===== config.mk =====
export PLATFORM = sky130hd
export DESIGN_NAME = http_chunked_body_decoder_unit_flat
export DESIGN_NICKNAME = d
export VERILOG_FILES = /design/src/hw/rtl/hcbd_pkg.sv /design/src/hw/rtl/hcbd_if.sv /design/src/hw/rtl/hcbd_in_stage.sv /design/src/hw/rtl/hcbd_parser.sv /design/src/hw/rtl/hcbd_out_stage.sv /design/src/hw/rtl/http_chunked_body_decoder_unit.sv /design/src/flat_wrapper.sv
export VERILOG_INCLUDE_DIRS = /design/src /design/src/hw/rtl
export SDC_FILE = /design/constraint.sdc
export NUM_CORES = 1
export LEC_CHECK = 0
export ABC_CLOCK_PERIOD_IN_PS = 4710
export BUFFER_PORTS_ARGS = -buffer_cell sky130_fd_sc_hd__buf_2
export CAP_MARGIN = 20
export CORE_AREA = 2 2 122 124
export DETAILED_ROUTE_END_ITERATION = 16
export DIE_AREA = 0 0 124 126
export HOLD_SLACK_MARGIN = 0.15
export PLACE_DENSITY_LB_ADDON = 0.12
export SLEW_MARGIN = 10
export SYNTH_ARGS = -nofsm -noshare
export SYNTH_HDL_FRONTEND = slang
export SYNTH_SLANG_ARGS = --single-unit

===== constraint.sdc =====
create_clock -name clk_i -period 4.71 [get_ports clk_i]
set_clock_uncertainty 0.15 [all_clocks]
set_input_delay 0.942 -clock clk_i [delete_from_list [all_inputs] [get_ports clk_i]]
set_output_delay 0.942 -clock clk_i [all_outputs]
set_load 0.02 [all_outputs]

===== src/hw/rtl/assert_macros.svh =====
// Assertion helpers for the RTL files; the parser includes them.
`ifndef ASSERT_MACROS_SVH
`define ASSERT_MACROS_SVH

// Checked at every clock edge outside reset.
`define HCBD_ASSERT(lbl, prop) \
  lbl: assert property (@(posedge clk_i) disable iff (!rst_ni) (prop)) \
    else $error("hcbd assertion failed");

// Checked at every clock edge, reset included.
`define HCBD_ASSERT_ALWAYS(lbl, prop) \
  lbl: assert property (@(posedge clk_i) (prop)) \
    else $error("hcbd assertion failed");

`endif


===== src/hw/rtl/hcbd_pkg.sv =====
// ----------------------------------------------------------------------------
// HTTP chunked body decoder package
// Shared types, character codes and the hex digit decoder.
// ----------------------------------------------------------------------------
package hcbd_pkg;

  localparam int unsigned BodyLenW = 24;
  localparam int unsigned TotExtW  = 32;

  localparam logic [7:0] CharCr = 8'h0d;
  localparam logic [7:0] CharLf = 8'h0a;

  typedef enum logic [2:0] {
    PH_SIZE       = 3'd0,
    PH_DATA       = 3'd1,
    PH_AFTER_DATA = 3'd2,
    PH_AFTER_CR   = 3'd3,
    PH_DONE       = 3'd4,
    PH_ERROR      = 3'd5
  } phase_e;

  typedef struct packed {
    logic [7:0] in_byte;
    logic       start_of_body;
  } item_t;

  typedef struct packed {
    logic [7:0]          out_byte;
    logic                is_data;
    logic                body_done;
    logic [BodyLenW-1:0] body_length;
    logic                length_error;
  } result_t;

  typedef struct packed {
    logic       valid;
    logic [3:0] value;
  } hex_t;

  function automatic hex_t hex_decode(logic [7:0] c);
    hex_t h;
    h.valid = 1'b1;
    h.value = 4'd0;
    if (c >= 8'h30 && c <= 8'h39) begin
      h.value = 4'(c - 8'h30);
    end else if (c >= 8'h61 && c <= 8'h66) begin
      h.value = 4'(c - 8'h57);
    end else if (c >= 8'h41 && c <= 8'h46) begin
      h.value = 4'(c - 8'h37);
    end else begin
      h.valid = 1'b0;
    end
    return h;
  endfunction

endpackage


===== src/hw/rtl/hcbd_if.sv =====
// ----------------------------------------------------------------------------
// HTTP chunked body decoder channels
// Valid/ready channels for raw body bytes and for decoded results.
// ----------------------------------------------------------------------------
interface hcbd_in_if;
  logic       valid;
  logic       ready;
  logic [7:0] in_byte;
  logic       start_of_body;

  modport source (output valid, output in_byte, output start_of_body, input ready);
  modport sink   (input valid, input in_byte, input start_of_body, output ready);
endinterface

interface hcbd_out_if;
  logic        valid;
  logic        ready;
  logic [7:0]  out_byte;
  logic        is_data;
  logic        body_done;
  logic [23:0] body_length;
  logic        length_error;

  modport source (output valid, output out_byte, output is_data, output body_done,
                  output body_length, output length_error, input ready);
  modport sink   (input valid, input out_byte, input is_data, input body_done,
                  input body_length, input length_error, output ready);
endinterface


===== src/hw/rtl/hcbd_in_stage.sv =====
// ----------------------------------------------------------------------------
// HTTP chunked body decoder input stage
// Registers one incoming byte and hands it to the parser.
// ----------------------------------------------------------------------------
module hcbd_in_stage
  import hcbd_pkg::*;
(
  input  logic        clk_i,
  input  logic        rst_ni,
  hcbd_in_if.sink     in_i,
  output logic        item_valid_o,
  output item_t       item_o,
  input  logic        item_ready_i
);

  logic  valid_q, valid_d;
  item_t item_q;
  logic  in_fire;

  assign in_i.ready = !valid_q || item_ready_i;
  assign in_fire    = in_i.valid && in_i.ready;

  always_comb begin
    valid_d = valid_q;
    if (in_fire) begin
      valid_d = 1'b1;
    end else if (item_ready_i) begin
      valid_d = 1'b0;
    end
  end

  always_ff @(posedge clk_i or negedge rst_ni) begin
    if (!rst_ni) begin
      valid_q <= 1'b0;
    end else begin
      valid_q <= valid_d;
    end
  end

  always_ff @(posedge clk_i) begin
    if (in_fire) begin
      item_q.in_byte       <= in_i.in_byte;
      item_q.start_of_body <= in_i.start_of_body;
    end
  end

  assign item_valid_o = valid_q;
  assign item_o       = item_q;

endmodule


===== src/hw/rtl/hcbd_parser.sv =====
// ----------------------------------------------------------------------------
// HTTP chunked body decoder parser
// Holds the parse state and decodes one registered byte per transfer.
// ----------------------------------------------------------------------------
`include "assert_macros.svh"

module hcbd_parser
  import hcbd_pkg::*;
#(
  parameter int unsigned LENGTH_BITS = 32,
  parameter int unsigned TOTAL_BITS  = 24
) (
  input  logic    clk_i,
  input  logic    rst_ni,
  input  logic    adv_i,
  input  item_t   item_i,
  output logic    res_valid_o,
  output result_t res_o
);

  phase_e                 ph_q, ph_d, ph_e;
  logic [LENGTH_BITS-1:0] rem_q, rem_d, rem_e, rem_s;
  logic [TOTAL_BITS-1:0]  tot_q, tot_d, tot_e;
  logic                   snh_q, snh_d, snh_e, snh_s;
  logic                   do_size;
  logic [7:0]             c;
  hex_t                   hx;
  logic [TotExtW-1:0]     tot_ext;

  assign c  = item_i.in_byte;
  assign hx = hex_decode(c);

  // A start mark restarts the parser before the byte is taken.
  always_comb begin
    if (item_i.start_of_body) begin
      ph_e  = PH_SIZE;
      rem_e = '0;
      tot_e = '0;
      snh_e = 1'b0;
    end else begin
      ph_e  = ph_q;
      rem_e = rem_q;
      tot_e = tot_q;
      snh_e = snh_q;
    end
  end

  assign tot_ext = TotExtW'(tot_e);
  assign rem_s   = (ph_e == PH_SIZE) ? rem_e : '0;
  assign snh_s   = (ph_e == PH_SIZE) ? snh_e : 1'b0;

  always_comb begin
    ph_d        = ph_e;
    rem_d       = rem_e;
    tot_d       = tot_e;
    snh_d       = snh_e;
    do_size     = 1'b0;
    res_valid_o = 1'b0;
    res_o       = '0;

    case (ph_e)
      PH_SIZE: begin
        do_size = 1'b1;
      end
      PH_DATA: begin
        if (!(&tot_e)) begin
          tot_d = tot_e + TOTAL_BITS'(1);
        end
        if (rem_e != '0) begin
          rem_d = rem_e - LENGTH_BITS'(1);
        end
        if (rem_e <= LENGTH_BITS'(1)) begin
          ph_d = PH_AFTER_DATA;
        end
        res_valid_o    = 1'b1;
        res_o.out_byte = c;
        res_o.is_data  = 1'b1;
      end
      PH_AFTER_DATA: begin
        rem_d = '0;
        snh_d = 1'b0;
        if (c == CharCr) begin
          ph_d = PH_AFTER_CR;
        end else begin
          ph_d    = PH_SIZE;
          do_size = (c != CharLf);
        end
      end
      PH_AFTER_CR: begin
        ph_d    = PH_SIZE;
        do_size = (c != CharLf);
      end
      default: begin
      end
    endcase

    if (do_size) begin
      rem_d = rem_s;
      snh_d = snh_s;
      if (c == CharLf) begin
        snh_d = 1'b0;
        if (rem_s == '0) begin
          ph_d              = PH_DONE;
          res_valid_o       = 1'b1;
          res_o.body_done   = 1'b1;
          res_o.body_length = tot_ext[BodyLenW-1:0];
        end else begin
          ph_d = PH_DATA;
        end
      end else if (!snh_s) begin
        if (!hx.valid) begin
          snh_d = 1'b1;
        end else if (rem_s[LENGTH_BITS-1 -: 4] != 4'd0) begin
          ph_d               = PH_ERROR;
          res_valid_o        = 1'b1;
          res_o.length_error = 1'b1;
          res_o.body_length  = tot_ext[BodyLenW-1:0];
        end else begin
          rem_d = {rem_s[LENGTH_BITS-5:0], hx.value};
        end
      end
    end
  end

  always_ff @(posedge clk_i or negedge rst_ni) begin
    if (!rst_ni) begin
      ph_q  <= PH_SIZE;
      rem_q <= '0;
      tot_q <= '0;
      snh_q <= 1'b0;
    end else if (adv_i) begin
      ph_q  <= ph_d;
      rem_q <= rem_d;
      tot_q <= tot_d;
      snh_q <= snh_d;
    end
  end

  `HCBD_ASSERT(a_data_has_bytes_left, (ph_q == PH_DATA) |-> (rem_q != '0))
  `HCBD_ASSERT(a_done_enters_done,
               (adv_i && res_valid_o && res_o.body_done) |=> (ph_q == PH_DONE))
  `HCBD_ASSERT(a_error_enters_error,
               (adv_i && res_valid_o && res_o.length_error) |=> (ph_q == PH_ERROR))
  `HCBD_ASSERT(a_data_counts,
               (adv_i && ph_q == PH_DATA && !item_i.start_of_body) |=>
               ((tot_q != $past(tot_q)) || (&tot_q)))

endmodule


===== src/hw/rtl/hcbd_out_stage.sv =====
// ----------------------------------------------------------------------------
// HTTP chunked body decoder output stage
// Result register that holds one decoded result until it is taken.
// ----------------------------------------------------------------------------
module hcbd_out_stage
  import hcbd_pkg::*;
(
  input  logic        clk_i,
  input  logic        rst_ni,
  input  logic        item_valid_i,
  output logic        item_ready_o,
  input  logic        res_valid_i,
  input  result_t     res_i,
  hcbd_out_if.source  out_o
);

  logic    valid_q, valid_d;
  result_t res_q;
  logic    load;

  assign item_ready_o = !valid_q || out_o.ready;
  assign load         = item_valid_i && item_ready_o;

  always_comb begin
    valid_d = valid_q;
    if (load) begin
      valid_d = res_valid_i;
    end else if (out_o.ready) begin
      valid_d = 1'b0;
    end
  end

  always_ff @(posedge clk_i or negedge rst_ni) begin
    if (!rst_ni) begin
      valid_q <= 1'b0;
    end else begin
      valid_q <= valid_d;
    end
  end

  always_ff @(posedge clk_i) begin
    if (load && res_valid_i) begin
      res_q <= res_i;
    end
  end

  assign out_o.valid        = valid_q;
  assign out_o.out_byte     = res_q.out_byte;
  assign out_o.is_data      = res_q.is_data;
  assign out_o.body_done    = res_q.body_done;
  assign out_o.body_length  = res_q.body_length;
  assign out_o.length_error = res_q.length_error;

endmodule


===== src/hw/rtl/http_chunked_body_decoder_unit.sv =====
// ----------------------------------------------------------------------------
// HTTP chunked body decoder
// Decodes a chunked HTTP body byte by byte and passes out the payload bytes.
// ----------------------------------------------------------------------------
// Channel  Dir  Payload                                            Transfer
// in_i     in   in_byte, start_of_body                             one raw byte
// out_o    out  out_byte, is_data, body_done, body_length,         one result
//               length_error
//
// One byte is accepted per cycle while the output is not stalled; each byte is registered
// in the input register, and the parser decodes it combinationally into the result register;
// the parser state updates in the same cycle as the result register loads.
// Reset is asynchronous and leaves the parser at the start of a size line.
// A stalled output holds the result register and the input register; the input
// then takes at most one more byte before it stalls too.
// ----------------------------------------------------------------------------
module http_chunked_body_decoder_unit
  import hcbd_pkg::*;
#(
  parameter int unsigned LENGTH_BITS = 32,
  parameter int unsigned TOTAL_BITS  = 24
) (
  input  logic       clk_i,
  input  logic       rst_ni,
  hcbd_in_if.sink    in_i,
  hcbd_out_if.source out_o
);

  logic    item_valid;
  logic    item_ready;
  item_t   item;
  logic    res_valid;
  result_t res;

  hcbd_in_stage u_in_stage (
    .clk_i        (clk_i),
    .rst_ni       (rst_ni),
    .in_i         (in_i),
    .item_valid_o (item_valid),
    .item_o       (item),
    .item_ready_i (item_ready)
  );

  hcbd_parser #(
    .LENGTH_BITS (LENGTH_BITS),
    .TOTAL_BITS  (TOTAL_BITS)
  ) u_parser (
    .clk_i       (clk_i),
    .rst_ni      (rst_ni),
    .adv_i       (item_valid && item_ready),
    .item_i      (item),
    .res_valid_o (res_valid),
    .res_o       (res)
  );

  hcbd_out_stage u_out_stage (
    .clk_i        (clk_i),
    .rst_ni       (rst_ni),
    .item_valid_i (item_valid),
    .item_ready_o (item_ready),
    .res_valid_i  (res_valid),
    .res_i        (res),
    .out_o        (out_o)
  );

endmodule


===== src/flat_wrapper.sv =====
// flat-port wrapper written by rule: the top's interface ports become plain ports
module http_chunked_body_decoder_unit_flat import hcbd_pkg::*;
#(
  parameter int unsigned LENGTH_BITS = 32,
  parameter int unsigned TOTAL_BITS  = 24
)
  (clk_i, rst_ni, in_i_valid, in_i_in_byte, in_i_start_of_body, in_i_ready, out_o_valid, out_o_out_byte, out_o_is_data, out_o_body_done, out_o_body_length, out_o_length_error, out_o_ready);
  hcbd_in_if in_i_i ();
  hcbd_out_if out_o_i ();
  input  logic clk_i;
  input  logic rst_ni;
  input wire logic [$bits(in_i_i.valid)-1:0] in_i_valid;
  input wire logic [$bits(in_i_i.in_byte)-1:0] in_i_in_byte;
  input wire logic [$bits(in_i_i.start_of_body)-1:0] in_i_start_of_body;
  output wire logic [$bits(in_i_i.ready)-1:0] in_i_ready;
  output wire logic [$bits(out_o_i.valid)-1:0] out_o_valid;
  output wire logic [$bits(out_o_i.out_byte)-1:0] out_o_out_byte;
  output wire logic [$bits(out_o_i.is_data)-1:0] out_o_is_data;
  output wire logic [$bits(out_o_i.body_done)-1:0] out_o_body_done;
  output wire logic [$bits(out_o_i.body_length)-1:0] out_o_body_length;
  output wire logic [$bits(out_o_i.length_error)-1:0] out_o_length_error;
  input wire logic [$bits(out_o_i.ready)-1:0] out_o_ready;
  assign in_i_i.valid = in_i_valid;
  assign in_i_i.in_byte = in_i_in_byte;
  assign in_i_i.start_of_body = in_i_start_of_body;
  assign in_i_ready = in_i_i.ready;
  assign out_o_valid = out_o_i.valid;
  assign out_o_out_byte = out_o_i.out_byte;
  assign out_o_is_data = out_o_i.is_data;
  assign out_o_body_done = out_o_i.body_done;
  assign out_o_body_length = out_o_i.body_length;
  assign out_o_length_error = out_o_i.length_error;
  assign out_o_i.ready = out_o_ready;
  http_chunked_body_decoder_unit #(.LENGTH_BITS(LENGTH_BITS), .TOTAL_BITS(TOTAL_BITS)) u_core (.clk_i(clk_i), .rst_ni(rst_ni), .in_i(in_i_i), .out_o(out_o_i));
endmodule

# Word level (Yosys, flattened, before mapping)
# Cells that the tools add are included.
[totals] register_bits=106
[op_classes] mux=54 magnitude_cmp=7 bitwise=2 n_eq_ne=6 n_reduce_logical=19 n_addsub=5
[ops] cell="$mux 32" count=8
[ops] cell="$mux 25" count=4
[ops] cell="$mux 24" count=4
[ops] cell="$pmux 32 s2" count=1
[ops] cell="$le 32x1->1 const B" count=1
[ops] cell="$logic_not 32->1" count=1
[ops] cell="$reduce_bool 32->1" count=1
[ops] cell="$sub 32x1->32 const B" count=1
[ops] cell="$add 24x1->24 const B" count=1
[ops] cell="$mux 3" count=8
[ops] cell="$reduce_and 24->1" count=1
[ops] cell="$mux 1" count=23
[ops] cell="$eq 8x4->1 const B" count=2
[ops] cell="$ge 8x7->1 const B" count=2
[ops] cell="$le 8x7->1 const B" count=2
[ops] cell="$mux 4" count=3
[ops] cell="$pmux 3 s3" count=1
[ops] cell="$ge 8x6->1 const B" count=1
[ops] cell="$le 8x6->1 const B" count=1
[ops] cell="$ne 8x4->1 const B" count=1
[ops] cell="$sub 4x3->4 const B" count=2
[ops] cell="$eq 3x2->1 const B" count=2
[ops] cell="$logic_and 1x1->1" count=6
[ops] cell="$reduce_bool 2->1" count=2
[ops] cell="other kinds (11)" count=14

# Longest topological paths before layout
# Gate-level depths: netlist of run 1.
[depth] ltp_word=10 ltp_mapped=15

# Modules after synthesis
# Synthesis of run 1 repeated with hierarchy kept, for this count alone.
[hier_totals] cells_unflattened=651 hier_area_um2=6272.3
[modules_own_cells] module="hcbd_parser" cells_per_inst=597 area_per_inst_um2=4830.9 seq_area_each_um2=1501.4 n_inst=1
[modules_own_cells] module="hcbd_out_stage" cells_per_inst=40 area_per_inst_um2=1111.1 seq_area_each_um2=1076.0 n_inst=1
[modules_own_cells] module="hcbd_in_stage" cells_per_inst=13 area_per_inst_um2=324.1 seq_area_each_um2=295.3 n_inst=1
[modules_own_cells] module="http_chunked_body_decoder_unit" cells_per_inst=1 area_per_inst_um2=6.3 seq_area_each_um2=0.0 n_inst=1

# Worst setup path before layout of run 1
# Ideal clock, no wire load.
[synth_path] kind="in2reg" start="input out_o_ready" end="register u_core.u_out_stage.res_q (netlist bit u_core.u_out_stage.out_o.body_done), enable pin" cell_stages=6 arrival_time_ns=3.261 path_buffers=3 required_ns=4.133 setup_slack_ns=0.872 cell_sequence="nand2b_1 nand2_1 clkbuf_1 buf_1 clkbuf_1 nor2_1"
[synth_between] elab_chain_cells=3
[synth_lines] item="from (decl)" line_no="flat_wrapper.sv:22" rtl="input wire logic [$bits(out_o_i.ready)-1:0] out_o_ready;"
[synth_lines] item="$logic_or 1x1->1" line_no="hcbd_out_stage.sv:21" rtl="assign item_ready_o = !valid_q || out_o.ready;"
[synth_lines] item="$logic_and 1x1->1" line_no="hcbd_out_stage.sv:22" rtl="assign load = item_valid_i && item_ready_o;"
[synth_lines] item="$logic_and 1x1->1" line_no="hcbd_out_stage.sv:42" rtl="if (load && res_valid_i) begin"
[synth_lines] item="to (signal assigned)" line_no="hcbd_out_stage.sv:43" rtl="res_q <= res_i;"
[synth_lines] item="to (decl)" line_no="hcbd_out_stage.sv:18" rtl="result_t res_q;"
# Every way passes these cells.
# A chain may end at the register's enable or synchronous reset.

# Worst setup path in the final report of run 1
[layout_path] start="register u_core.u_in_stage.item_q (netlist bit u_core.u_in_stage.item_o[0])" end="register u_core.u_parser.rem_q[2]"
[layout_between] elab_chain_cells=9 word_cells_on_any_way=20 classes_between="add/sub: 1; eq/ne: 3; mux: 13; reduce/logical: 3"
[layout_lines] item="from (decl)" line_no="hcbd_in_stage.sv:17" rtl="item_t item_q;"
[layout_lines] item="branches (longest 8 deep; another with $sub 32x1->32)"
[layout_lines] item="$mux 32 *" line_no="hcbd_parser.sv:97" rtl="if (do_size) begin"
[layout_lines] item="to (signal assigned)" line_no="hcbd_parser.sv:133" rtl="rem_q <= rem_d;"
[layout_lines] item="to (decl)" line_no="hcbd_parser.sv:22" rtl="logic [LENGTH_BITS-1:0] rem_q, rem_d, rem_e, rem_s;"
# Mark *: on every way between the ends.

==> results_dict.tcl, run 1 <==
set metrics [dict create \
    antenna_cells 0 \
    clk_pin_slew_worst_paths_ns 0.07 \
    synthCells 670 \
    avgViaCountPerCell 6.25 \
    critical_path.slowest_cell "clkinv_1" \
    asyncSetResetFlopFracSynth_pct 58.5 \
    grt_use_met1_pct 30.4 \
    grt_pass1_vias 5412 \
    synth.area.top_cells "dfrtp_1 (25%), edfxtp_1 (21%), o21ai_0 (4.1%)" \
    post_cts_setup_repair_bufs 0 \
    max_stage_delay_ns 0.64 \
    grt_antenna_before_repair 0 \
    place.port_buffers 49 \
    critical_path.top_delay_family "compound AO/OA/AOI/OAI gates" \
    finalCriticalPeriod_ns 3.53 \
    power.leakage_nw 2.78 \
    htree_levels 3 \
    min_period_over_period_pct 75.0 \
    floorplan.rows 44 \
    hold_class "flop to flop" \
    cts-root-buf "clkbuf_16" \
    total_number_of_yosys_warnings 0 \
    cts_tree "yes" \
    fillCellCount 1350 \
    drt-pass1-iter-count 5 \
    intPower_mw 2.06 \
    synthesis.area_per_instance_um2 9.41 \
    synth_area_leader_cell "dfrtp_1" \
    normalized_max_slew_margin_pct 34.1 \
    tritoncts_num_sinks 106 \
    synth.lib_cells_used.distinct 75 \
    path_max_fanout 19 \
    worst_ep_arrival_time_ns 3.59 \
    seq_power_share_pct 37.7 \
    die_w_um 124 \
    finalSetupViolCount 0 \
    grt_first_pass_wirelength_um 27900 \
    cts-buffers-inserted 9 \
    design.final.nets 714 \
    synth_nets 691 \
    timing.critical_path.mode_cell "o21ai_0" \
    initial_utilization_pct 44.0 \
    grt_start_max_net_pins 66 \
    holdBufCountCts 0 \
    number_of_violations_of_the_max_capacitance_limit 0 \
    fin_tns_setup_ns 0 \
    top_usage_layer "met2" \
    place.detailed.hpwl_um 11400 \
    drtAntennaViolNets 0 \
    groute.usage.overall_pct 22.7 \
    power_per_cell_area_nw_per_um2 513 \
    number_of_enable_type_register_cells_in_the_synthesized_netlist 44 \
    power.net_switching_mw 1.52 \
    endpoint_kind "flop" \
    postRouteWirelength_um 17200 \
    synthMostInstantiatedCell "nand2_1" \
    clk-insertion-delay-late_ns 0.36 \
    portion_of_the_post_synthesis_area_used_by_sequential_elements_pct 45.6 \
    syn_area_um2 6300 \
    grt_overflow 0 \
    groute.layer.met2.usage_pct 37.0 \
    cts.path.max_buffers 2 \
    timing.critical_path.required_ns 4.77 \
    num_vias 5516 \
    routabilityCongestion 0.875 \
    area_of_the_die_um2 15600 \
    ys.flop_type "dfrtp_1" \
    final_max_slew_viol_count 0 \
    power.share.switching_pct 42.6 \
    synth_largest_type_area_fraction_pct 24.6 \
    f_max_ghz 0.283 \
    coreArea_um2 14300 \
    detail_route.wl_per_cell_um 19.5 \
    use_met3_pct 4.21 \
    layout_setup_ws_ns 1.18 \
    die_height_um 126 \
    syn_to_final_growth_pct 10.8 \
    synth_seq_cells 106 \
    path_class "flop to flop" \
    cts.repair.resized 0 \
    outcome "finished, final reports clean" \
    power_frac_comb_pct 40.0 \
    ios 50 \
    drive_above_1_share_pct 13.8 \
    detail_route.drc_violations 0 \
    timing.critical_path.buf_inv 1 \
    dp_slack_ns 1.16 \
    pin_slew_with_the_least_headroom_to_its_limit_ns 0.986 \
    critical_path.startpoint_type "flop" \
    crit_chain "clkinv_1, nand2_1, ha_1, o21a_1, o21ai_0, o21ai_0, o21ai_0, o311ai_0, o221ai_1" \
    first_iter_violations 482 \
    final_hold_viol_count 0 \
    ir_worst_vdd_mv 0.307 \
    post_synth_most_frequent_cells "nand2_1 (67), dfrtp_1 (62), o21ai_0 (52)" \
    clk_pwr_share_pct 22.3 \
    rsz0062_at_grt "false" \
]
[cell usage in the layout (no fill, tap or decap), drive strengths merged, types with 5 or more instances in the layout]
cell type / Yosys / routed
inv: 12 / 15
edfxtp: 44 / 44
xor2: 16 / 16
o311ai: 7 / 7
buf: 15 / 58
o221ai: 8 / 8
and3: 13 / 13
clkbuf: 31 / 10
nor3: 17 / 17
nand2: 67 / 67
dfrtp: 62 / 62
and2: 38 / 38
nand4: 11 / 11
a211oi: 5 / 5
nand3: 35 / 35
nor2b: 9 / 9
nor4: 15 / 15
or3: 9 / 9
ha: 8 / 8
a21o: 8 / 8
nor3b: 5 / 5
o21ai: 53 / 53
xnor2: 8 / 8
a21oi: 40 / 40
o211ai: 13 / 13
nor2: 39 / 39
or4: 9 / 9
a31oi: 14 / 14
[final cells by class]
| cell class | count | area [um2] | area share (%) |
|---|---|---|---|
| clock buffer | 10 | 239 | 3.42 |
| clock inverter | 6 | 71.3 | 1.02 |
| inverter | 13 | 48.8 | 0.699 |
| multi-input combinational | 505 | 3200 | 45.8 |
| sequential | 106 | 2870 | 41.1 |
| tap | 184 | 230 | 3.30 |
| timing repair buffer | 58 | 325 | 4.66 |
[logic make-up (layout without fill, tap and decap cells)]
| kind of cell | count (synthesis) | in the layout | synth area share, % |
|---|---|---|---|
| adders and majority gates | 8 | 8 | 1.59 |
| and+or+nand+nor | 288 | 288 | 25.5 |
| DFF | 106 | 106 | 45.6 |
| AOI/OAI and AO/OA | 183 | 183 | 19.7 |
| xor gates and xnor gates | 24 | 24 | 3.33 |
| muxes | 2 | 2 | 0.337 |
| buffers and inverters | 59 | 87 | 3.93 |
[per-layer routing]
layer  vias up  wire length [um]
met2       219              8170
met3        32              1100
li1       2547                 -
met4         0               355
met1      2718              7530
met5         -                 0
[final timing paths]
path / from / endpoint / slack [ns] / cells past startpoint
min in group asynchronous: rst_ni / u_core.u_parser.rem_q[17]$_DFFE_PN0P_ / 0.40 / 1
min: u_core.u_parser.tot_q[1]$_DFFE_PN0P_ / u_core.u_parser.tot_q[1]$_DFFE_PN0P_ / 0.36 / 1
max: u_core.u_in_stage.item_o[0]$_DFFE_PP_ / u_core.u_parser.rem_q[2]$_DFFE_PN0P_ / 1.18 / 9
min reg2reg: u_core.u_parser.tot_q[1]$_DFFE_PN0P_ / u_core.u_parser.tot_q[1]$_DFFE_PN0P_ / 0.36 / 1
max reg2reg: u_core.u_in_stage.item_o[0]$_DFFE_PP_ / u_core.u_parser.rem_q[2]$_DFFE_PN0P_ / 1.18 / 9
max in group asynchronous: rst_ni / u_core.u_parser.tot_q[8]$_DFFE_PN0P_ / 3.15 / 3
[registers in the layout, summed over array words and instances (netlist names)]
name                                   count
u_core.u_out_stage.out_o.valid             1
u_core.u_parser.snh_q                      1
u_core.u_out_stage.out_o.body_done         1
u_core.u_out_stage.out_o.body_length      24
u_core.u_parser.ph_q                       3
u_core.u_out_stage.out_o.out_byte          8
u_core.u_parser.tot_q                     24
u_core.u_in_stage.item_valid_o             1
u_core.u_out_stage.out_o.is_data           1
u_core.u_out_stage.out_o.length_error      1
u_core.u_parser.rem_q                     32
u_core.u_in_stage.item_o                   9
[through the flow]
stage	hold slack [ns]	total power, mW	instances	area, um2	utilization [%]
finish	0.365	3.58	882	6980	48.8
global route	0.401	3.79	882	6980	48.8
CTS	0.362	3.56	880	6960	48.6
detailed placement	0.337	2.75	864	6650	46.4
global placement	0.329	2.75	864	6650	46.4
floorplan	0.308	2.39	670	6300	-
[power groups by stage]
| stage | Clock, mW | Combinational [mW] | Sequential (mW) |
|---|---|---|---|
| floorplan | 0 | 1.14 | 1.25 |
| global placement | 0 | 1.39 | 1.35 |
| detailed placement | 0 | 1.40 | 1.35 |
| CTS | 0.817 | 1.41 | 1.34 |
| global route | 0.851 | 1.57 | 1.37 |
| finish | 0.800 | 1.43 | 1.35 |
No activity file was read; power rests on OpenSTA's default activity.
==> run 2: changes to the inputs <==
Settings changed: ABC_CLOCK_PERIOD_IN_PS 4710 to 3400.
Clock period 4.71 ns to 3.4 ns, I/O delays scaled along.
==> run 2 against run 1 <==
  * Count of clock-buffer cells in the layout is the same
  * Sequential share of layout area shrank 1.1 points
  * Worst hold slack got worse by 0.14 ns
  * Clock power is 41% higher
  * Register-to-register slack worse by 0.86 ns
  * Die area unchanged
  * Design area rose by 2.7%
==> results_dict.tcl, run 2 (synthesis results as in run 1) <==
set metrics [dict create \
    outcome "finished, final reports clean" \
    coreArea_um2 14300 \
    avgViaCountPerCell 6.17 \
    use_met3_pct 3.40 \
    ir_worst_vdd_mv 0.370 \
    power.share.switching_pct 41.8 \
    power.leakage_nw 2.90 \
    power_per_cell_area_nw_per_um2 724 \
    grt_overflow 0 \
    floorplan.rows 44 \
    final_hold_viol_count 0 \
    top_usage_layer "met2" \
    core_utilization_of_the_finished_layout_pct 50.1 \
    crit_chain "or4_1, nor3_1, o21ai_0, o21ai_0, buf_4, o21ai_0, o311ai_0, o221ai_1" \
    number_of_violations_of_the_max_capacitance_limit 0 \
    grt_use_met1_pct 32.2 \
    seq_power_share_pct 34.6 \
    initial_utilization_pct 44.0 \
    timing.critical_path.required_ns 3.45 \
    postRouteWirelength_um 17900 \
    power.net_switching_mw 2.17 \
    detail_route.wl_per_cell_um 19.8 \
    critical_path.startpoint_type "flop" \
    finalCriticalPeriod_ns 3.08 \
    antenna_cells 0 \
    first_iter_violations 464 \
    groute.layer.met2.usage_pct 38.3 \
    f_max_ghz 0.325 \
    clk_pin_slew_worst_paths_ns 0.07 \
    path_class "flop to flop" \
    grt_pass1_vias 5461 \
    mostFrequentLayoutCells "nand2_1 (67), dfrtp_1 (62), o21ai_0 (52)" \
    cts-buffers-inserted 9 \
    clk-insertion-delay-late_ns 0.35 \
    clk_pwr_share_pct 21.8 \
    die_height_um 126 \
    timing.critical_path.buf_inv 1 \
    path_max_fanout 8 \
    fin_tns_setup_ns 0 \
    rsz0062_at_grt "false" \
    final_max_slew_viol_count 0 \
    intPower_mw 3.02 \
    finalSetupViolCount 0 \
    drive_above_1_share_pct 16.2 \
    groute.usage.overall_pct 23.7 \
    area_of_the_die_um2 15600 \
    drt-pass1-iter-count 5 \
    power_frac_comb_pct 43.6 \
    cts.repair.resized 0 \
    critical_path.top_delay_family "simple AND/OR/NAND/NOR gates" \
    grt_first_pass_wirelength_um 29100 \
    endpoint_kind "flop" \
    grt_start_max_net_pins 37 \
    worst_ep_arrival_time_ns 3.13 \
    layout.cells.most_common "nand2_1" \
    holdBufCountCts 0 \
    num_vias 5587 \
    post_cts_setup_repair_bufs 0 \
    syn_to_final_growth_pct 13.8 \
    die_w_um 124 \
    max_stage_delay_ns 0.67 \
    largest_register_ffs 32 \
    normalized_max_slew_margin_pct 44.7 \
    hold_class "primary input to asynchronous set/reset pin" \
    tritoncts_num_sinks 106 \
    timing.critical_path.mode_cell "o21ai_0" \
    htree_levels 3 \
    post-place-cells 890 \
    cts_tree "yes" \
    drtAntennaViolNets 0 \
    cts.path.max_buffers 2 \
    top_register "u_core.u_parser.rem_q" \
    routabilityCongestion 0.915 \
    pin_slew_with_the_least_headroom_to_its_limit_ns 0.824 \
    min_period_over_period_pct 90.6 \
    critical_path.slowest_cell "or4_1" \
    final_design_area_no_fill_um2 7180 \
    grt_antenna_before_repair 0 \
    ios 50 \
    cts-root-buf "clkbuf_16" \
    place.port_buffers 49 \
    placed_area_um2 6860 \
    detail_route.drc_violations 0 \
    design.final.nets 738 \
    post_layout_nonfiller_instances 906 \
    place.detailed.hpwl_um 12500 \
]
[run 2: per-layer routing]
metal	vias up	wire length (um)
met3	32	957
met1	2741	7910
met4	0	381
met5	-	0
met2	221	8660
li1	2593	-
[run 2: cell type report]
type | count | area (um2)
Multi-Input combinational cell | 505 | 3190
Clock inverter | 6 | 86.3
Inverter | 13 | 48.8
Fill cell | 1338 | 7140
Tap cell | 184 | 230
Timing Repair Buffer | 82 | 518
Sequential cell | 106 | 2870
Clock buffer | 10 | 229
[run 2: worst register-to-register path: cells and delay by family, from the launching register on]
| kind | cells | cell delay [ns] |
|---|---|---|
| AO/OA/AOI/OAI | 5 | 0.91 |
| buffers and inverters | 1 | 0.19 |
| flip-flops | 1 | 0.48 |
| AND/OR/NAND/NOR | 2 | 1.19 |
[run 2: per-stage QoR]
step,setup slack (ns),power [mW],hold WS (ns)
2_1_floorplan,0.0196,3.31,0.234
3_3_place_gp,0.434,3.99,0.339
3_5_place_dp,0.388,4.02,0.339
4_1_cts,0.350,5.16,0.247
5_1_grt,0.0322,5.48,0.273
6_report,0.321,5.20,0.221
[run 2: worst paths after layout]
| kind | from | end | slack [ns] | depth (start not counted) |
|---|---|---|---|---|
| min in group clk_i | u_core.u_parser.tot_q[1]$_DFFE_PN0P_ | u_core.u_parser.tot_q[1]$_DFFE_PN0P_ | 0.35 | 1 |
| max | u_core.u_parser.rem_q[17]$_DFFE_PN0P_ | u_core.u_parser.rem_q[2]$_DFFE_PN0P_ | 0.32 | 8 |
| min reg2reg | u_core.u_parser.tot_q[1]$_DFFE_PN0P_ | u_core.u_parser.tot_q[1]$_DFFE_PN0P_ | 0.35 | 1 |
| max in group asynchronous | rst_ni | u_core.u_parser.tot_q[13]$_DFFE_PN0P_ | 2.14 | 2 |
| max reg2reg | u_core.u_parser.rem_q[17]$_DFFE_PN0P_ | u_core.u_parser.rem_q[2]$_DFFE_PN0P_ | 0.32 | 8 |
| min | rst_ni | u_core.u_parser.rem_q[20]$_DFFE_PN0P_ | 0.22 | 1 |
[run 2: power groups by stage]
stage	sequential, mW	combinational [mW]	clock [mW]
detailed placement	1.81	2.21	0
finish	1.80	2.27	1.13
global route	1.82	2.45	1.21
CTS	1.79	2.22	1.16
floorplan	1.74	1.58	0
global placement	1.81	2.18	0
==> run 3: changes to the inputs <==
==> constraint.sdc (replaced) <==
create_clock -name clk_i -period 3.4 [get_ports clk_i]
set_clock_uncertainty 0.15 [all_clocks]
set_input_delay 0.17 -clock clk_i [delete_from_list [all_inputs] [get_ports clk_i]]
set_output_delay 0.17 -clock clk_i [all_outputs]
set_load 0.02 [all_outputs]
==> run 3 against run 2 <==
  * Sequential share of layout area fell by 0.50 points
  * Clock power is 9.7% lower
  * Final cell count is 1.4% higher
  * Design area grew 1.3%
  * Non-clock buffer count up 13
  * Fmax is 0.52% higher
  * Worst setup slack gained 0.016 ns
  * Die area is the same
  * Via count up 0.14%
  * Count of clock-buffer cells in the layout unchanged
  * Largest power group unchanged
==> results_dict.tcl, run 3 (synthesis results as in run 1) <==
set metrics [dict create \
    path_max_fanout 7 \
    path_class "flop to flop" \
    cts_tree "yes" \
    initial_utilization_pct 44.0 \
    detail_route.wl_per_cell_um 19.0 \
    layout_setup_ws_ns 0.337 \
    num_vias 5595 \
    postRouteWirelength_um 17500 \
    core_utilization_of_the_finished_layout_pct 50.8 \
    finalSetupViolCount 0 \
    worstReg2RegStart "u_core.u_parser.rem_q[13]$_DFFE_PN0P_" \
    mostFrequentLayoutCells "nand2_1 (67), dfrtp_1 (62), o21ai_0 (52)" \
    hold_class "primary input to asynchronous set/reset pin" \
    ir_worst_vdd_mv 0.400 \
    dp_slack_ns 0.437 \
    floorplan.rows 44 \
    clk_pin_slew_worst_paths_ns 0.08 \
    power.leakage_nw 2.94 \
    endpoint_kind "flop" \
    worst_ep_arrival_time_ns 3.15 \
    place.port_buffers 49 \
    top_register "u_core.u_parser.rem_q" \
    min_period_over_period_pct 90.1 \
    number_of_violations_of_the_max_capacitance_limit 0 \
    die_w_um 124 \
    seq_power_share_pct 36.2 \
    pin_slew_with_the_least_headroom_to_its_limit_ns 0.787 \
    post_cts_setup_repair_bufs 0 \
    cts-root-buf "clkbuf_16" \
    drive_above_1_share_pct 16.1 \
    startpoint "u_core.u_parser.rem_q[13]$_DFFE_PN0P_" \
    grt_overflow 0 \
    reg2reg_setup_slack_ns 0.34 \
    layout.cells.most_common "nand2_1" \
    grt_first_pass_wirelength_um 28200 \
    htree_levels 3 \
    design.final.nets 751 \
    power.share.switching_pct 42.5 \
    hold-worst-slack_ns 0.150 \
    critical_path.endpoint "u_core.u_parser.rem_q[26]$_DFFE_PN0P_" \
    drtAntennaViolNets 0 \
    tritoncts_num_sinks 106 \
    grt_start_max_net_pins 59 \
    largest_register_ffs 32 \
    power.net_switching_mw 2.15 \
    cts.repair.resized 0 \
    grt_pass1_vias 5463 \
    critical_path.startpoint_type "flop" \
    drt-pass1-iter-count 5 \
    antenna_cells 0 \
    power_frac_comb_pct 43.5 \
    ios 50 \
    first_iter_violations 555 \
    timing.critical_path.required_ns 3.48 \
    f_max_ghz 0.326 \
    routabilityCongestion 0.902 \
    cts.path.max_buffers 2 \
    worstRegToRegCells 6 \
    clk-insertion-delay-late_ns 0.36 \
    normalized_max_slew_margin_pct 47.2 \
    final_max_slew_viol_count 0 \
    groute.usage.overall_pct 23.2 \
    detail_route.drc_violations 0 \
    die_height_um 126 \
    final_hold_viol_count 0 \
    place.detailed.hpwl_um 12100 \
    coreArea_um2 14300 \
    cts-buffers-inserted 9 \
    regToRegEndpoint "u_core.u_parser.rem_q[26]$_DFFE_PN0P_" \
    area_of_the_die_um2 15600 \
    grt_antenna_before_repair 0 \
    syn_to_final_growth_pct 15.3 \
    clk_pwr_share_pct 20.3 \
    rsz0062_at_grt "false" \
    power_per_cell_area_nw_per_um2 695 \
    outcome "finished, final reports clean" \
    intPower_mw 2.90 \
    avgViaCountPerCell 6.09 \
    finalCriticalPeriod_ns 3.06 \
    fin_tns_setup_ns 0 \
]
[run 3: cell types whose count changed in the layout (fill, tap and decap cells not counted), sizes merged]
| cell | change |
|---|---|
| dlygate4sd3 | +13 |
| clkinv | +1 |
| clkinvlp | +1 |
| bufinv | -2 |
[run 3: worst max-delay path, cell delays in order (launching register included)]
cell and delay, ns:
dfrtp_1 0.46, nor4_1 0.71, a21oi_1 0.22, a2111oi_4 0.50
nor2b_4 0.29, a21oi_1 0.08, or4_1 0.52
[run 3: final cells by class]
type / count / area [um2]
fillers: 1370 / 7050
well taps: 184 / 230
multi-input cells: 505 / 3190
inverters: 13 / 48.8
repair buffers: 95 / 636
clock inverters: 6 / 48.8
flip-flops and latches: 106 / 2870
clock buffers: 10 / 239
[run 3: metrics by stage]
| stage | instances | area, um2 | total power, mW |
|---|---|---|---|
| floorplan | 670 | 6310 | 3.31 |
| global placement | 890 | 6850 | 3.96 |
| detailed placement | 890 | 6850 | 3.99 |
| CTS | 919 | 7270 | 5.03 |
| global route | 919 | 7270 | 5.33 |
| finish | 919 | 7270 | 5.05 |
[run 3: worst min path at each step]
stage | start | endpoint | cells after the start
finish | rst_ni | u_core.u_parser.rem_q[15]$_DFFE_PN0P_ | 2
global route | rst_ni | u_core.u_parser.rem_q[15]$_DFFE_PN0P_ | 2
floorplan | rst_ni | u_core.u_in_stage.item_valid_o$_DFFE_PN0P_ | 0
detailed placement | rst_ni | u_core.u_parser.rem_q[15]$_DFFE_PN0P_ | 1
global placement | rst_ni | u_core.u_parser.rem_q[15]$_DFFE_PN0P_ | 1
CTS | rst_ni | u_core.u_parser.rem_q[15]$_DFFE_PN0P_ | 2
[run 3: repair_timing]
action                                 in CTS  in global routing
endpoints found under the hold margin      30                  0
setup endpoints to repair                   0                  0
hold buffers                               13                  0
[run 3: power by group through the flow]
stage	sequential (mW)	clock (mW)	combinational, mW
finish	1.83	1.02	2.20
global placement	1.84	0	2.12
detailed placement	1.84	0	2.14
global route	1.86	1.09	2.39
CTS	1.82	1.04	2.17
floorplan	1.74	0	1.58
[run 3: metal layers]
layer / up-vias / wire, um / part of all wire [%] / track usage [%]
met5: - / 0 / 0 / 0
met4: 0 / 514 / 2.9 / 10.6
met3: 37 / 889 / 5.1 / 2.99
met2: 199 / 8390 / 48 / 37.7
met1: 2730 / 7680 / 44 / 30.8
li1: 2629 / - / - / -
